$ cat src/rtl/ashock_pkg.sv
// Shared types and constants for the acceleration shock detector.
// Used by the interfaces, the axis lanes, the merge stage and the top level.
`default_nettype none
package ashock_pkg;

  localparam int unsigned AXIS_W  = 16;
  localparam int unsigned DIFF_W  = AXIS_W + 1;
  localparam int unsigned SQ_W    = 2 * AXIS_W;
  localparam int unsigned SUM_W   = SQ_W + 2;
  localparam int unsigned THR_W   = 15;
  localparam int unsigned THR_SQ_W = 2 * THR_W;
  localparam int unsigned WORD_W  = 32;
  localparam int unsigned MG_SHIFT = 2;

  localparam logic [THR_W-1:0]    THR_RESET    = THR_W'(500);
  localparam logic [THR_SQ_W-1:0] THR_SQ_RESET = THR_SQ_W'(500 * 500);

  typedef struct packed {
    logic load1;
    logic load2;
  } ashock_ctl_t;

endpackage
`default_nettype wire

$ cat src/rtl/ashock_if.sv
// Valid/ready channel interfaces for sample and result words.
// Depends on ashock_pkg for field widths.
`default_nettype none
interface ashock_in_if import ashock_pkg::*; ();
  logic                     valid;
  logic                     ready;
  logic signed [AXIS_W-1:0] raw_x;
  logic signed [AXIS_W-1:0] raw_y;
  logic signed [AXIS_W-1:0] raw_z;
  logic [WORD_W-1:0]        sample_time_ms;
  logic                     read_failed;

  modport source (output valid, raw_x, raw_y, raw_z, sample_time_ms, read_failed,
                  input ready);
  modport sink   (input valid, raw_x, raw_y, raw_z, sample_time_ms, read_failed,
                  output ready);
endinterface

interface ashock_out_if import ashock_pkg::*; ();
  logic                     valid;
  logic                     ready;
  logic signed [AXIS_W-1:0] accel_x_mg;
  logic signed [AXIS_W-1:0] accel_y_mg;
  logic signed [AXIS_W-1:0] accel_z_mg;
  logic                     alert;
  logic [WORD_W-1:0]        sequence_res;
  logic [WORD_W-1:0]        stamp_ms;

  modport source (output valid, accel_x_mg, accel_y_mg, accel_z_mg, alert,
                  sequence_res, stamp_ms, input ready);
  modport sink   (input valid, accel_x_mg, accel_y_mg, accel_z_mg, alert,
                  sequence_res, stamp_ms, output ready);
endinterface
`default_nettype wire

$ cat src/rtl/ashock_lane.sv
// One axis lane: scale to milli-g, difference against the previous sample, square.
// Depends on ashock_pkg; stage loads come from the top level control.
`default_nettype none
module ashock_lane import ashock_pkg::*; (
  input  logic                     clk,
  input  logic                     rst,
  input  ashock_ctl_t              ctl,
  input  logic signed [AXIS_W-1:0] raw,
  output logic signed [AXIS_W-1:0] mg,
  output logic [SQ_W-1:0]          sq
);

  logic signed [AXIS_W-1:0]   scaled;
  logic signed [AXIS_W-1:0]   prev;
  logic signed [DIFF_W-1:0]   diff;
  logic signed [AXIS_W-1:0]   mg1;
  logic signed [DIFF_W-1:0]   diff1;
  logic signed [2*DIFF_W-1:0] sq_full;

  assign scaled  = raw <<< MG_SHIFT;
  assign diff    = {scaled[AXIS_W-1], scaled} - {prev[AXIS_W-1], prev};
  assign sq_full = diff1 * diff1;

  always_ff @(posedge clk) begin
    if (rst) begin
      prev <= '0;
    end else if (ctl.load1) begin
      prev <= scaled;
    end
  end

  always_ff @(posedge clk) begin
    if (ctl.load1) begin
      mg1   <= scaled;
      diff1 <= diff;
    end
    if (ctl.load2) begin
      mg <= mg1;
      sq <= sq_full[SQ_W-1:0];
    end
  end

endmodule
`default_nettype wire

$ cat src/rtl/ashock_merge.sv
// Merge stage: sum the lane squares, compare with the squared threshold, hold the result word.
// Depends on ashock_pkg and ashock_out_if.
`default_nettype none
module ashock_merge import ashock_pkg::*; (
  input  logic                     clk,
  input  logic                     rst,
  input  logic                     v2,
  input  logic                     cmp2,
  input  logic [WORD_W-1:0]        seq2,
  input  logic [WORD_W-1:0]        stamp2,
  input  logic signed [AXIS_W-1:0] mg_x,
  input  logic signed [AXIS_W-1:0] mg_y,
  input  logic signed [AXIS_W-1:0] mg_z,
  input  logic [SQ_W-1:0]          sq_x,
  input  logic [SQ_W-1:0]          sq_y,
  input  logic [SQ_W-1:0]          sq_z,
  input  logic [THR_SQ_W-1:0]      thr_sq,
  output logic                     rdy3,
  ashock_out_if.source             result
);

  logic [SUM_W-1:0] sum;
  logic             over;
  logic             valid;

  assign sum  = SUM_W'(sq_x) + SUM_W'(sq_y) + SUM_W'(sq_z);
  assign over = sum > SUM_W'(thr_sq);
  assign rdy3 = !valid || result.ready;
  assign result.valid = valid;

  always_ff @(posedge clk) begin
    if (rst) begin
      valid <= 1'b0;
    end else if (rdy3) begin
      valid <= v2;
    end
  end

  always_ff @(posedge clk) begin
    if (rdy3 && v2) begin
      result.accel_x_mg   <= mg_x;
      result.accel_y_mg   <= mg_y;
      result.accel_z_mg   <= mg_z;
      result.alert        <= cmp2 && over;
      result.sequence_res <= seq2;
      result.stamp_ms     <= stamp2;
    end
  end

endmodule
`default_nettype wire

$ cat src/rtl/accel_shock_delta_detector.sv
// Acceleration shock detector: takes one sample word per clock while sample.ready is high,
// and returns one result word for every sample whose read succeeded. Failed reads are
// accepted and dropped. A sample passes the three lanes' difference and square registers
// and then the merge stage's output register; a threshold write applies to every sample
// accepted at or after the write edge, as the squared threshold is registered from the
// threshold register before such a sample reaches the merge.
`default_nettype none
module accel_shock_delta_detector import ashock_pkg::*; (
  input  logic             clk,
  input  logic             rst,
  input  logic             cfg_we,
  input  logic [THR_W-1:0] cfg_wdata,
  ashock_in_if.sink        sample,
  ashock_out_if.source     result
);

  logic [THR_W-1:0]    thr;
  logic [THR_SQ_W-1:0] thr_sq;
  logic                first_pending;
  logic [WORD_W-1:0]   sample_count;
  logic [WORD_W-1:0]   count_next;

  logic                v1, v2;
  logic                cmp1, cmp2;
  logic [WORD_W-1:0]   seq1, seq2;
  logic [WORD_W-1:0]   stamp1, stamp2;
  logic                rdy1, rdy2, rdy3;
  ashock_ctl_t         ctl;

  logic signed [AXIS_W-1:0] mg_x, mg_y, mg_z;
  logic [SQ_W-1:0]          sq_x, sq_y, sq_z;

  assign rdy2         = !v2 || rdy3;
  assign rdy1         = !v1 || rdy2;
  assign sample.ready = rdy1;
  assign ctl.load1    = sample.valid && rdy1 && !sample.read_failed;
  assign ctl.load2    = v1 && rdy2;
  assign count_next   = sample_count + WORD_W'(1);

  always_ff @(posedge clk) begin
    if (rst) begin
      thr <= THR_RESET;
      thr_sq <= THR_SQ_RESET;
    end else begin
      if (cfg_we) begin
        thr <= cfg_wdata;
      end
      thr_sq <= thr * thr;
    end
  end

  always_ff @(posedge clk) begin
    if (rst) begin
      first_pending <= 1'b1;
      sample_count  <= '0;
      v1 <= 1'b0;
      v2 <= 1'b0;
    end else begin
      if (ctl.load1) begin
        first_pending <= 1'b0;
        sample_count  <= count_next;
      end
      if (rdy1) begin
        v1 <= ctl.load1;
      end
      if (rdy2) begin
        v2 <= v1;
      end
    end
  end

  always_ff @(posedge clk) begin
    if (ctl.load1) begin
      cmp1   <= !first_pending;
      seq1   <= count_next;
      stamp1 <= sample.sample_time_ms;
    end
    if (ctl.load2) begin
      cmp2   <= cmp1;
      seq2   <= seq1;
      stamp2 <= stamp1;
    end
  end

  ashock_lane u_lane_x (
    .clk(clk), .rst(rst), .ctl(ctl), .raw(sample.raw_x), .mg(mg_x), .sq(sq_x)
  );
  ashock_lane u_lane_y (
    .clk(clk), .rst(rst), .ctl(ctl), .raw(sample.raw_y), .mg(mg_y), .sq(sq_y)
  );
  ashock_lane u_lane_z (
    .clk(clk), .rst(rst), .ctl(ctl), .raw(sample.raw_z), .mg(mg_z), .sq(sq_z)
  );

  ashock_merge u_merge (
    .clk(clk), .rst(rst), .v2(v2), .cmp2(cmp2), .seq2(seq2), .stamp2(stamp2),
    .mg_x(mg_x), .mg_y(mg_y), .mg_z(mg_z), .sq_x(sq_x), .sq_y(sq_y), .sq_z(sq_z),
    .thr_sq(thr_sq), .rdy3(rdy3), .result(result)
  );

  a_drop_keeps_state: assert property (@(posedge clk) disable iff (rst)
    (sample.valid && sample.ready && sample.read_failed) |=>
      ($stable(first_pending) && $stable(sample_count)))
    else $error("failed read changed sample state");

  a_first_no_compare: assert property (@(posedge clk) disable iff (rst)
    (ctl.load1 && first_pending) |=> (!cmp1 && seq1 == sample_count))
    else $error("first sample marked for comparison");

  a_stall_holds_stage: assert property (@(posedge clk) disable iff (rst)
    (v1 && !rdy2) |=> (v1 && $stable(seq1) && $stable(cmp1)))
    else $error("stage one word lost under stall");

endmodule
`default_nettype wire

$ cat src/flat_wrapper.sv
// flat-port wrapper written by rule: the top's interface ports become plain ports
module accel_shock_delta_detector_flat import ashock_pkg::*;
  (clk, rst, cfg_we, cfg_wdata, sample_valid, sample_raw_x, sample_raw_y, sample_raw_z, sample_sample_time_ms, sample_read_failed, sample_ready, result_valid, result_accel_x_mg, result_accel_y_mg, result_accel_z_mg, result_alert, result_sequence_res, result_stamp_ms, result_ready);
  ashock_in_if sample_i ();
  ashock_out_if result_i ();
  input  logic clk;
  input  logic rst;
  input  logic cfg_we;
  input  logic [THR_W-1:0] cfg_wdata;
  input wire logic [$bits(sample_i.valid)-1:0] sample_valid;
  input wire logic [$bits(sample_i.raw_x)-1:0] sample_raw_x;
  input wire logic [$bits(sample_i.raw_y)-1:0] sample_raw_y;
  input wire logic [$bits(sample_i.raw_z)-1:0] sample_raw_z;
  input wire logic [$bits(sample_i.sample_time_ms)-1:0] sample_sample_time_ms;
  input wire logic [$bits(sample_i.read_failed)-1:0] sample_read_failed;
  output wire logic [$bits(sample_i.ready)-1:0] sample_ready;
  output wire logic [$bits(result_i.valid)-1:0] result_valid;
  output wire logic [$bits(result_i.accel_x_mg)-1:0] result_accel_x_mg;
  output wire logic [$bits(result_i.accel_y_mg)-1:0] result_accel_y_mg;
  output wire logic [$bits(result_i.accel_z_mg)-1:0] result_accel_z_mg;
  output wire logic [$bits(result_i.alert)-1:0] result_alert;
  output wire logic [$bits(result_i.sequence_res)-1:0] result_sequence_res;
  output wire logic [$bits(result_i.stamp_ms)-1:0] result_stamp_ms;
  input wire logic [$bits(result_i.ready)-1:0] result_ready;
  assign sample_i.valid = sample_valid;
  assign sample_i.raw_x = sample_raw_x;
  assign sample_i.raw_y = sample_raw_y;
  assign sample_i.raw_z = sample_raw_z;
  assign sample_i.sample_time_ms = sample_sample_time_ms;
  assign sample_i.read_failed = sample_read_failed;
  assign sample_ready = sample_i.ready;
  assign result_valid = result_i.valid;
  assign result_accel_x_mg = result_i.accel_x_mg;
  assign result_accel_y_mg = result_i.accel_y_mg;
  assign result_accel_z_mg = result_i.accel_z_mg;
  assign result_alert = result_i.alert;
  assign result_sequence_res = result_i.sequence_res;
  assign result_stamp_ms = result_i.stamp_ms;
  assign result_i.ready = result_ready;
  accel_shock_delta_detector u_core (.clk(clk), .rst(rst), .cfg_we(cfg_we), .cfg_wdata(cfg_wdata), .sample(sample_i), .result(result_i));
endmodule
$ cat config.mk
export PLATFORM = sky130hd
export DESIGN_NAME = accel_shock_delta_detector_flat
export DESIGN_NICKNAME = d
export VERILOG_FILES = /design/src/rtl/ashock_pkg.sv /design/src/rtl/ashock_if.sv /design/src/rtl/ashock_lane.sv /design/src/rtl/ashock_merge.sv /design/src/rtl/accel_shock_delta_detector.sv /design/src/flat_wrapper.sv
export SDC_FILE = /design/constraint.sdc
export NUM_CORES = 2
export LEC_CHECK = 0
export ABC_AREA = 1
export BUFFER_PORTS_ARGS = -buffer_cell sky130_fd_sc_hd__buf_2
export CAP_MARGIN = 20
export CORE_ASPECT_RATIO = 0.7
export CORE_MARGIN = 1.5
export CORE_UTILIZATION = 30
export DETAILED_ROUTE_END_ITERATION = 16
export MAX_ROUTING_LAYER = met4
export SYNTH_ARGS = -nofsm -noshare
export SYNTH_HDL_FRONTEND = slang
export SYNTH_HIERARCHICAL = 1
export SYNTH_SLANG_ARGS = --single-unit
$ cat constraint.sdc
create_clock -name clk -period 13.89 [get_ports clk]
set_input_delay 0 -clock clk [delete_from_list [all_inputs] [get_ports clk]]
set_output_delay 0 -clock clk [all_outputs]
set_load 0.1 [all_outputs]
==> flow_metrics.tcl <==
set metrics [dict create \
    nets 7598 \
    clkSinkCount 575 \
    whs_ns 0.0557 \
    ios 216 \
    finalSetupViolCount 0 \
    crit_type "flop to flop" \
    dr.first_iter.drc_count 2321 \
    setup.reg_to_reg.worst_slack_ns 7.00 \
    cts_buffers 68 \
    ys_async_sr_fraction_pct 0 \
    final_area_sq_um 62300 \
    cp_data_arrival_time_ns 7.32 \
    synth_cells 6017 \
    hold_buffers 123 \
    cts_tree "built" \
    wl_met1_mm 61.6 \
    hpwlAfterDp_mm 98.2 \
    port_buffers 209 \
    cts-resized-gates 0 \
    hold_path_class "input port to flop" \
    die_w_um 515 \
    place_area_sq_um 58700 \
    fin_crit_sh_pct 49.6 \
    reg2reg_depth 19 \
    fin_skew_ns 0.0399 \
    drc_errors 0 \
    drv_slew 0 \
    finalHoldViolCount 0 \
    wire_per_inst_um 13.9 \
    rows 131 \
    clock_latency_ns 0.67 \
    cts_setup_buffers 0 \
    layout_commonest_cell "inv_1" \
    core_area_sq_um 182000 \
    grt_overflow 0 \
    outcome "finished clean" \
    setup_tns_ns 0 \
    initial_core_util_pct 30.2 \
    place_congestion 0.888 \
    slew_headroom_pct 34.8 \
    reg2reg_to "u_core/u_lane_x/sq[31]$_DFFE_PP_" \
    die_y_um 361 \
    drive_gt1_share_pct 7.39 \
    yosysWarnings 6 \
    startpoint_type "flop" \
    drtPass1Iterations 6 \
    required_ns 14.32 \
    layout_common_cells "inv_1, nand2_1, fa_1" \
    cap_violations 0 \
    root_buffer "clkbuf_16" \
    synth_edf_count 453 \
    wl_met2_mm 52.3 \
    cts_buffer_depth 3 \
    rsz0062_at_grt "no" \
    grt_max_degree 94 \
    dieArea_sq_um 186000 \
    routed_wirelength_mm 123 \
    antenna_found_initial 1 \
    period_minus_slack_ns 6.89 \
    grt.total_usage_pct 14.0 \
    synth.cell_area_sq_um 55000 \
    via_per_inst 4.33 \
    ant_nets 0 \
    clock.fmax_mhz 145 \
    timing.rr.start "u_core/u_lane_x/diff1[16]$_DFFE_PP_" \
    wl_met3_mm 6.68 \
    crit_path_max_fanout 20 \
    setup.worst_path.start "u_core/u_lane_x/diff1[16]$_DFFE_PP_" \
    grt_pass1_wl_mm 204 \
    yosysSeqAreaShare_pct 29.2 \
    path_clk_slew_ns 0.06 \
    synth-seq-cells 575 \
    h-tree-depth 3 \
    syn_avg_cell_area_sq_um 9.14 \
    tightest_slew_ns 0.977 \
    vias 38300 \
    utilization_pct 34.2 \
    synth.distinct_cells 63 \
    area_growth_pct 13.3 \
    grt_pass1_vias 39300 \
    worstSetupEndpoint "u_core/u_lane_x/sq[31]$_DFFE_PP_" \
    synthFlopType "edfxtp_1" \
    cp-end-kind "flop" \
    top_layer "met4" \
]
-- synthesized netlist by cell type (5+ instances only) --
| master | instances | area share [%] |
|---|---|---|
| clkbuf_1 | 93 | 0.63 |
| a21oi_2 | 8 | 0.13 |
| or2_2 | 13 | 0.15 |
| xor2_1 | 116 | 1.8 |
| nand2_1 | 1193 | 8.1 |
| ha_1 | 440 | 10 |
| buf_1 | 7 | 0.048 |
| inv_2 | 12 | 0.082 |
| o21bai_1 | 21 | 0.29 |
| nor3_1 | 29 | 0.26 |
| nor2_2 | 18 | 0.20 |
| fa_1 | 738 | 27 |
| nand4_1 | 32 | 0.36 |
| nand3_1 | 159 | 1.4 |
| edfxtp_1 | 453 | 25 |
| dfxtp_1 | 122 | 4.4 |
| nand2_2 | 36 | 0.41 |
| nor2_1 | 298 | 2.0 |
| a21oi_1 | 223 | 2.0 |
| nand3_2 | 6 | 0.11 |
| nor2_4 | 10 | 0.20 |
| a31oi_1 | 6 | 0.068 |
| a21o_1 | 13 | 0.18 |
| buf_4 | 22 | 0.30 |
| nor3_2 | 7 | 0.13 |
| o21a_1 | 5 | 0.068 |
| buf_2 | 5 | 0.046 |
| o21ai_1 | 20 | 0.18 |
| a31o_2 | 5 | 0.080 |
| nand3b_1 | 7 | 0.096 |
| o21ai_0 | 96 | 0.87 |
| a211oi_1 | 44 | 0.60 |
| inv_1 | 1662 | 11 |
| xnor2_1 | 41 | 0.65 |
-- how the worst min path moves through the flow --
stage                                               endpoint  depth (start not counted)  slack (ns)                 startpoint
detailed placement                u_core/stamp1[1]$_DFFE_PP_                          1        0.18   sample_sample_time_ms[1]
finish                           u_core/stamp1[11]$_DFFE_PP_                          2        0.06  sample_sample_time_ms[11]
global route                     u_core/stamp1[18]$_DFFE_PP_                          2        0.03  sample_sample_time_ms[18]
floorplan           u_core/u_merge/result.valid$_SDFFE_PP0N_                          1        0.07                        rst
CTS                              u_core/stamp1[29]$_DFFE_PP_                          2      0.0003  sample_sample_time_ms[29]
global placement                 u_core/stamp1[29]$_DFFE_PP_                          1        0.18  sample_sample_time_ms[29]
-- state kept, by name, summed over array words and instances, names as in the netlist, 15 cells and up --
register,cells
u_core/sample_count,32
u_core/seq1,32
u_core/seq2,32
u_core/stamp1,32
u_core/stamp2,32
u_core/thr,15
u_core/thr_sq,29
u_core/u_lane_x/diff1,15
u_core/u_lane_x/sq,27
u_core/u_lane_y/diff1,15
u_core/u_lane_y/sq,27
u_core/u_lane_z/diff1,15
u_core/u_lane_z/sq,27
u_core/u_merge/result.accel_x_mg,16
u_core/u_merge/result.accel_y_mg,16
u_core/u_merge/result.accel_z_mg,16
u_core/u_merge/result.sequence_res,32
u_core/u_merge/result.stamp_ms,32
-- worst max-delay path: stages (launching register included) --
cell and delay, ns:
edfxtp_1 0.97, nand2_1 0.21, inv_1 0.19, fa_1 0.56
fa_1 0.78, inv_1 0.26, fa_1 0.58, inv_1 0.05
fa_1 0.46, fa_1 0.55, inv_1 0.05, fa_1 0.53
inv_1 0.04, ha_1 0.35, a21oi_1 0.27, o21ai_0 0.15
a21oi_1 0.18, nand3_1 0.24, nand3_1 0.15, nand2_1 0.07
-- logic make-up after synthesis --
group	count (synthesis)	share of synthesized area, %
other	4	0.0273
xor gates and xnor gates	158	2.53
buffers and inverters	1806	12.5
muxes	1	0.0205
AOI/OAI and AO/OA	466	4.95
DFF	575	29.2
adders and majority gates	1178	36.9
and+or+nand+nor	1829	13.9
-- layout make-up --
type	instances	area [sq um]
tap	2460	3080
clock buffer	88	1850
sequential	575	16000
multi-input combinational	3654	32200
fill	18500	120000
inverter	1677	6300
antenna	1	2.50
clock inverter	37	482
timing repair buffer	343	2380
-- metrics by stage --
stage          instances  worst slack, ns
2_1_floorplan       6035             3.10
3_3_place_gp        8585             7.11
3_5_place_dp        8585             7.01
4_1_cts             8833             7.01
5_1_grt             8835             6.48
6_report            8835             7.00
-- layer usage --
metal  track usage (%)  vias to the layer above
li1                  -                    18700
met1              20.2                    18600
met2              20.4                      789
met3              2.25                      110
met4              3.07                        0
met5                 -                        -
Power is not shown: default switching activity piles up to over one toggle a cycle in this logic, so the estimate is an artifact.
